<file path="src/rtl/rldpd_pkg.sv">
package rldpd_pkg;

	localparam int unsigned MAX_STATE_BYTES = 4096;

	localparam int unsigned DLEN_W = 16;
	localparam int unsigned TPOS_W = 13;
	localparam int unsigned WPOS_W = 12;
	localparam int unsigned BYTE_W = 8;

	localparam logic [TPOS_W-1:0] TPOS_MAX  = '1;
	localparam logic [TPOS_W-1:0] SIZE_CAP  = TPOS_W'(MAX_STATE_BYTES);
	localparam logic [BYTE_W-1:0] SKIP_MARK = 8'h00;

	typedef enum logic {
		REG_DIFF_LENGTH = 1'b0,
		REG_IMAGE_SIZE  = 1'b1
	} reg_idx_t;

	typedef enum logic [1:0] {
		PH_MARKER  = 2'd0,
		PH_SKIP    = 2'd1,
		PH_LITERAL = 2'd2,
		PH_HALTED  = 2'd3
	} phase_t;

	typedef struct packed {
		logic [BYTE_W-1:0] delta_byte;
		logic              start_req;
	} delta_t;

	typedef struct packed {
		logic              write_enable;
		logic [WPOS_W-1:0] write_position;
		logic [BYTE_W-1:0] write_value;
		logic              halted;
	} result_t;

	typedef struct packed {
		phase_t            phase;
		logic [BYTE_W-1:0] literal_left;
		logic [TPOS_W-1:0] target_position;
		logic [DLEN_W-1:0] delta_position;
	} dec_state_t;

endpackage

</file>
<file path="src/rtl/rldpd_step.sv">
module rldpd_step (
	input  rldpd_pkg::dec_state_t              cur,
	input  rldpd_pkg::delta_t                  item,
	input  logic [rldpd_pkg::DLEN_W-1:0]       diff_length,
	input  logic [rldpd_pkg::TPOS_W-1:0]       size_in_use,
	output rldpd_pkg::dec_state_t              nxt,
	output rldpd_pkg::result_t                 res
);

	rldpd_pkg::dec_state_t          st;
	logic [rldpd_pkg::DLEN_W-1:0]   dp_inc;
	logic [rldpd_pkg::DLEN_W:0]     dp_run;
	logic [rldpd_pkg::TPOS_W:0]     tp_run;
	logic [rldpd_pkg::BYTE_W-1:0]   lit_dec;
	logic                           recheck;

	always_comb begin
		st = cur;
		if (item.start_req) begin
			st.phase           = rldpd_pkg::PH_MARKER;
			st.literal_left    = '0;
			st.target_position = '0;
			st.delta_position  = '0;
		end
		if (st.phase == rldpd_pkg::PH_MARKER &&
		    (st.delta_position >= diff_length || st.target_position >= size_in_use))
			st.phase = rldpd_pkg::PH_HALTED;

		dp_inc  = st.delta_position + rldpd_pkg::DLEN_W'(1);
		dp_run  = {1'b0, dp_inc} + (rldpd_pkg::DLEN_W+1)'(item.delta_byte);
		tp_run  = {1'b0, st.target_position} + (rldpd_pkg::TPOS_W+1)'(item.delta_byte);
		lit_dec = st.literal_left - rldpd_pkg::BYTE_W'(1);

		nxt     = st;
		res     = '0;
		recheck = 1'b0;

		unique case (st.phase)
			rldpd_pkg::PH_MARKER: begin
				nxt.delta_position = dp_inc;
				if (item.delta_byte == rldpd_pkg::SKIP_MARK) begin
					nxt.phase = (dp_inc >= diff_length) ? rldpd_pkg::PH_HALTED
					                                    : rldpd_pkg::PH_SKIP;
				end else if (dp_run > {1'b0, diff_length} || tp_run > {1'b0, size_in_use}) begin
					nxt.phase = rldpd_pkg::PH_HALTED;
				end else begin
					nxt.literal_left = item.delta_byte;
					nxt.phase        = rldpd_pkg::PH_LITERAL;
				end
			end
			rldpd_pkg::PH_SKIP: begin
				nxt.delta_position  = dp_inc;
				nxt.target_position = tp_run[rldpd_pkg::TPOS_W] ? rldpd_pkg::TPOS_MAX
				                                                : tp_run[rldpd_pkg::TPOS_W-1:0];
				nxt.phase = rldpd_pkg::PH_MARKER;
				recheck   = 1'b1;
			end
			rldpd_pkg::PH_LITERAL: begin
				res.write_enable   = 1'b1;
				res.write_position = st.target_position[rldpd_pkg::WPOS_W-1:0];
				res.write_value    = item.delta_byte;
				nxt.delta_position = dp_inc;
				if (st.target_position != rldpd_pkg::TPOS_MAX)
					nxt.target_position = st.target_position + rldpd_pkg::TPOS_W'(1);
				nxt.literal_left = lit_dec;
				if (lit_dec == '0) begin
					nxt.phase = rldpd_pkg::PH_MARKER;
					recheck   = 1'b1;
				end
			end
			rldpd_pkg::PH_HALTED: begin
			end
			default: begin
			end
		endcase

		if (recheck &&
		    (nxt.delta_position >= diff_length || nxt.target_position >= size_in_use))
			nxt.phase = rldpd_pkg::PH_HALTED;

		res.halted = (nxt.phase == rldpd_pkg::PH_HALTED);
	end

endmodule

</file>
<file path="src/rtl/run_length_delta_patch_decoder.sv">
// Run-length delta patch decoder.
// delta channel (delta_valid/delta_ready/delta): one delta byte per
// transaction, with start_req set on the first byte of a delta.
// result channel (result_valid/result_ready/result): exactly one result per
// delta transaction, in order: a target write (enable, position, value) and
// the halted flag after that byte.
// cfg channel (cfg_valid/cfg_ready/cfg_index/cfg_data): register 0 is
// diff_length, register 1 is the target image size. Always ready; write only while idle.
// The result is registered and appears in the cycle after the delta transaction.
// Throughput: one byte per cycle while the result register keeps draining; the decode and counter update for a byte
// is a single pass from the decoder state into the result register.
// delta_ready is high while the result register is empty or being emptied,
// so a stalled receiver holds one result and stops input after that.
// Reset clears the decoder state to expect-marker with zero positions,
// diff_length to 0, the image size to 1, and empties the result register.
module run_length_delta_patch_decoder (
	input  logic                             clk,
	input  logic                             arst_n,
	input  logic                             delta_valid,
	output logic                             delta_ready,
	input  rldpd_pkg::delta_t                delta,
	output logic                             result_valid,
	input  logic                             result_ready,
	output rldpd_pkg::result_t               result,
	input  logic                             cfg_valid,
	output logic                             cfg_ready,
	input  rldpd_pkg::reg_idx_t              cfg_index,
	input  logic [rldpd_pkg::DLEN_W-1:0]     cfg_data
);

	rldpd_pkg::dec_state_t          state_q;
	rldpd_pkg::dec_state_t          state_nxt;
	rldpd_pkg::result_t             res_nxt;
	rldpd_pkg::result_t             result_q;
	logic                           result_valid_q;
	logic [rldpd_pkg::DLEN_W-1:0]   diff_length_q;
	logic [rldpd_pkg::TPOS_W-1:0]   image_size_q;
	logic [rldpd_pkg::TPOS_W-1:0]   size_in_use;
	logic                           take;

	assign size_in_use  = (image_size_q > rldpd_pkg::SIZE_CAP) ? rldpd_pkg::SIZE_CAP
	                                                          : image_size_q;
	assign delta_ready  = !result_valid_q || result_ready;
	assign take         = delta_valid && delta_ready;
	assign cfg_ready    = 1'b1;
	assign result_valid = result_valid_q;
	assign result       = result_q;

	rldpd_step u_step (
		.cur         (state_q),
		.item        (delta),
		.diff_length (diff_length_q),
		.size_in_use (size_in_use),
		.nxt         (state_nxt),
		.res         (res_nxt)
	);

	always_ff @(posedge clk or negedge arst_n) begin
		if (!arst_n) begin
			state_q.phase           <= rldpd_pkg::PH_MARKER;
			state_q.literal_left    <= '0;
			state_q.target_position <= '0;
			state_q.delta_position  <= '0;
			result_valid_q          <= 1'b0;
			diff_length_q           <= '0;
			image_size_q            <= rldpd_pkg::TPOS_W'(1);
		end else begin
			if (take) begin
				state_q        <= state_nxt;
				result_valid_q <= 1'b1;
			end else if (result_ready) begin
				result_valid_q <= 1'b0;
			end
			if (cfg_valid && cfg_ready) begin
				unique case (cfg_index)
					rldpd_pkg::REG_DIFF_LENGTH: diff_length_q <= cfg_data;
					rldpd_pkg::REG_IMAGE_SIZE:
						image_size_q <= cfg_data[rldpd_pkg::TPOS_W-1:0];
					default: begin
					end
				endcase
			end
		end
	end

	always_ff @(posedge clk) begin
		if (take)
			result_q <= res_nxt;
	end

endmodule
</file>
<file path="config.mk">
export PLATFORM = sky130hd
export DESIGN_NAME = run_length_delta_patch_decoder
export DESIGN_NICKNAME = d
export VERILOG_FILES = /design/src/rtl/rldpd_pkg.sv /design/src/rtl/rldpd_step.sv /design/src/rtl/run_length_delta_patch_decoder.sv
export SDC_FILE = /design/constraint.sdc
export NUM_CORES = 1
export LEC_CHECK = 0
export BUFFER_PORTS_ARGS = -buffer_cell sky130_fd_sc_hd__buf_4
export CAP_MARGIN = 20
export CORE_MARGIN = 3
export CORE_UTILIZATION = 49
export CTS_CLUSTER_SIZE = 40
export DETAILED_ROUTE_END_ITERATION = 8
export GPL_TIMING_DRIVEN = 0
export PLACE_DENSITY = 0.7
export SLEW_MARGIN = 20
export SYNTH_ARGS = -nofsm -noshare
export SYNTH_HDL_FRONTEND = slang
export SYNTH_HIERARCHICAL = 1
export SYNTH_SLANG_ARGS = --single-unit
</file>
<file path="constraint.sdc">
create_clock -name clk -period 5.9 [get_ports clk]
set_input_delay 0.295 -clock clk [delete_from_list [all_inputs] [get_ports clk]]
set_output_delay 0.295 -clock clk [all_outputs]
set_load 0.03 [all_outputs]
</file>
==> run summary <==
status: complete, no violations
# rows: 47
Setup CP Type: reg -> reg
Sink Count: 91
largest net degree at the start of global routing: 70
Net Sw Frac: 39.3%
Worst Path Required: 6.14 ns
Final Net Count: 1,148
Gate power share: 44.1%
GRT Total Usage: 24.0%
hold crit path type: in -> async
Yosys top cell area share: 19.9%
Placed Area: 9240 sq um
worst-skew pair later-pin latency: 0.35 ns
largest stage delay on the critical path: 0.43 ns
power share of the clock group: 24.2%
most frequent cells after synthesis: 125 x ha_1, 74 x inv_1, 70 x nor2_1
post-synth net total: 1,085
most frequent cell after synthesis: ha_1
syn_area_per_cell: 9.23 sq um
Clock Skews: 0.00659 ns
Setup crit end kind: register
htree depth: 3
Seq/Total Area, Yosys: 27.9%
Fin Setup TNS: 0 ns
Peak VDD IR: 158 uV
Tmin final: 5.39 ns
Final GP Congestion: 0.948
leakage: 0.00462 uW
ys flop type: dfrtp_1
hold slack: 0.0741 ns
Routed wire per std cell: 18.6 um
yosys warns: 6
synthesis-stage register bit count: 91
Max Slew Vio Count: 0
CP Launch Type: register
CTS tree: done
overall die width: 138 um
CP cell instances: clkbuf_1 -> nor2b_1 -> inv_1 -> ha_1 -> a21o_1 -> a21o_1 -> a211oi_1 -> o221a_2 -> o21a_1 -> o21ai_1 -> clkbuf_2 -> xnor2_1 -> ha_1 -> o21ai_0 -> a21oi_1 -> o21ai_0 -> a31oi_1 -> o21ai_0 -> a31oi_1 -> a21o_1 -> nand2b_1 -> mux2_2
CTS buffer count: 9
Setup Fix Bufs, Post-CTS: 0
FMAX: 186 MHz
Post-synth EDFFs: 22
pwr/cell area: 278 nW/um^2
first-pass GRT wire length: 37.0 mm
final wirelength: 22.6 mm
Slowest-stage cell, CP: dfrtp_1
Core ar.: 16,800 sq um
share of post-route cells with drive strength above 1: 17.4%
ranking of synthesized cells by area: dfrtp_1 20%, ha_1 18%, mux2_2 8.4%
DRC Markers: 0
drt first pass iters: 5
cell area after layout: 9560 sq um
Final Hold Vio Count: 0
die area: 19,100 sq um
Period Utilization, post-route: 91.3%
clock-pin slew on the worst setup and hold paths: 0.07 ns
cell-internal power: 1610 uW
RSZ-0062 raised after global routing: no
max cap viols: 0
P&R area growth vs syn: 11.6%
Die Y: 138 um
utilization after layout: 56.8%
Rel. slew slack: 35.0%
DRT antenna net count: 0
top cell type by total area after synthesis: dfrtp_1
GR Overflow Total: 0
actual slew at the worst max-slew pin: 0.969 ns
Max FO, Critical Path: 10
Initial DRC Count: 824
WP data arrival: 5.63 ns
sequential fraction of design power: 31.7%
switching pwr: 1050 uW
area of the mapped netlist: 8560 sq um
routed vias: 7,068
Yosys cell types: 71
vias in the first global route: 6,935
Cells after Synth: 927
worst-case clock buffer depth: 2
port bufs: 54
final setup vio count: 0
CTS root buffer: clkbuf_16
Initial Util: 50.9%
ys async rst share: 75.8%
DP Wirelength: 17.6 mm
via/cell ratio: 5.82
antenna violations before repair: 0
Antenna Cells: 0
Top Ports: 56
-- worst paths after layout --
path                       slack, ns  cells after the start               end              from
max                             0.51                     22       state_q[37]  image_size_q[12]
min                             0.07                      1  diff_length_q[8]            arst_n
max reg2reg                     0.51                     22       state_q[37]  image_size_q[12]
min reg2reg                     0.50                      1   image_size_q[3]   image_size_q[3]
max in group asynchronous       5.21                      1       state_q[33]            arst_n
min in group clk                0.16                      2      result_valid       delta_valid
-- what timing repair did --
item                                    in CTS  in global routing
pin swaps                                    0                  0
endpoints found under the setup margin      11                 11
resized for setup                            3                  5
hold buffers                                 0                  0
-- placed cells by master, fill, tap and decap left out, drive strengths merged, types with 10 or more instances in the layout --
master / n
nor2: 71
nand3: 20
nand2b: 36
a31oi: 10
ha: 125
xnor2: 35
o21a: 10
o21ai: 55
mux2: 74
nand4: 20
buf: 67
nand2: 44
inv: 76
edfxtp: 22
nor2b: 34
clkbuf: 26
xor2: 16
a21oi: 50
nor3: 17
o221ai: 11
dfrtp: 68
a211oi: 11
a21o: 16
-- final cells by class --
type                       count  area (sq um)
buffer                        29           176
inverter                      76           285
clock buffer                  10           229
fill                        1511          7260
sequential                    91          2390
tap                          220           275
timing repair buffer          54           405
clock inverter                 6          90.1
multi-input combinational    729          5710
-- registers in the layout (all words and copies together), names as in the netlist --
signal / flops
diff_length_q: 16
image_size_q: 13
state_q: 39
result_valid: 1
result: 22
-- critical path: cells and delay by family (launching register included) --
kind,cells,cell delay [ns]
compound gates,13,2.56
mux,1,0.26
fa+ha+maj,2,0.53
simple gates,2,0.23
xor+xnor,1,0.29
buf+inv,3,0.96
flops,1,0.43
-- metal layers --
| layer | vias to the layer above | global-route usage, % | wire length (um) |
|---|---|---|---|
| met1 | 3310 | 33.3 | 10500 |
| met4 | 0 | 6.29 | 485 |
| li1 | 3468 | - | - |
| met3 | 35 | 3.69 | 1420 |
| met5 | - | 0 | 0 |
| met2 | 255 | 39.3 | 10200 |
-- power groups by stage --
stage               logic, uW  clock network (uW)  registers (uW)
detailed placement       1150                   0             853
global placement         1130                   0             850
floorplan                 832                   0             852
finish                   1170                 644             842
CTS                      1160                 657             841
global route             1310                 678             861
-- metrics by stage --
step                      power (uW)  instances  setup slack (ns)
after floorplan                 1680        927             0.801
after global placement          1980       1201             -1.45
after detailed placement        2010       1201             -1.46
after CTS                       2660       1216             0.134
after global routing            2850       1215             0.149
final                           2660       1215             0.513
-- logic make-up (layout without fill, tap and decap cells) --
family / Yosys count / in the layout / share of synthesized area [%]
flip-flops: 91 / 91 / 27.9
XOR/XNOR: 51 / 51 / 5.31
buffers and inverters: 107 / 175 / 5.44
adder cells (fa/ha/maj): 128 / 128 / 18.9
other: 1 / 1 / 0.0438
multiplexers: 76 / 76 / 10.4
AO/OA/AOI/OAI: 194 / 194 / 14.6
AND/OR/NAND/NOR: 279 / 279 / 17.5
Power figures use the tool's default switching activity.
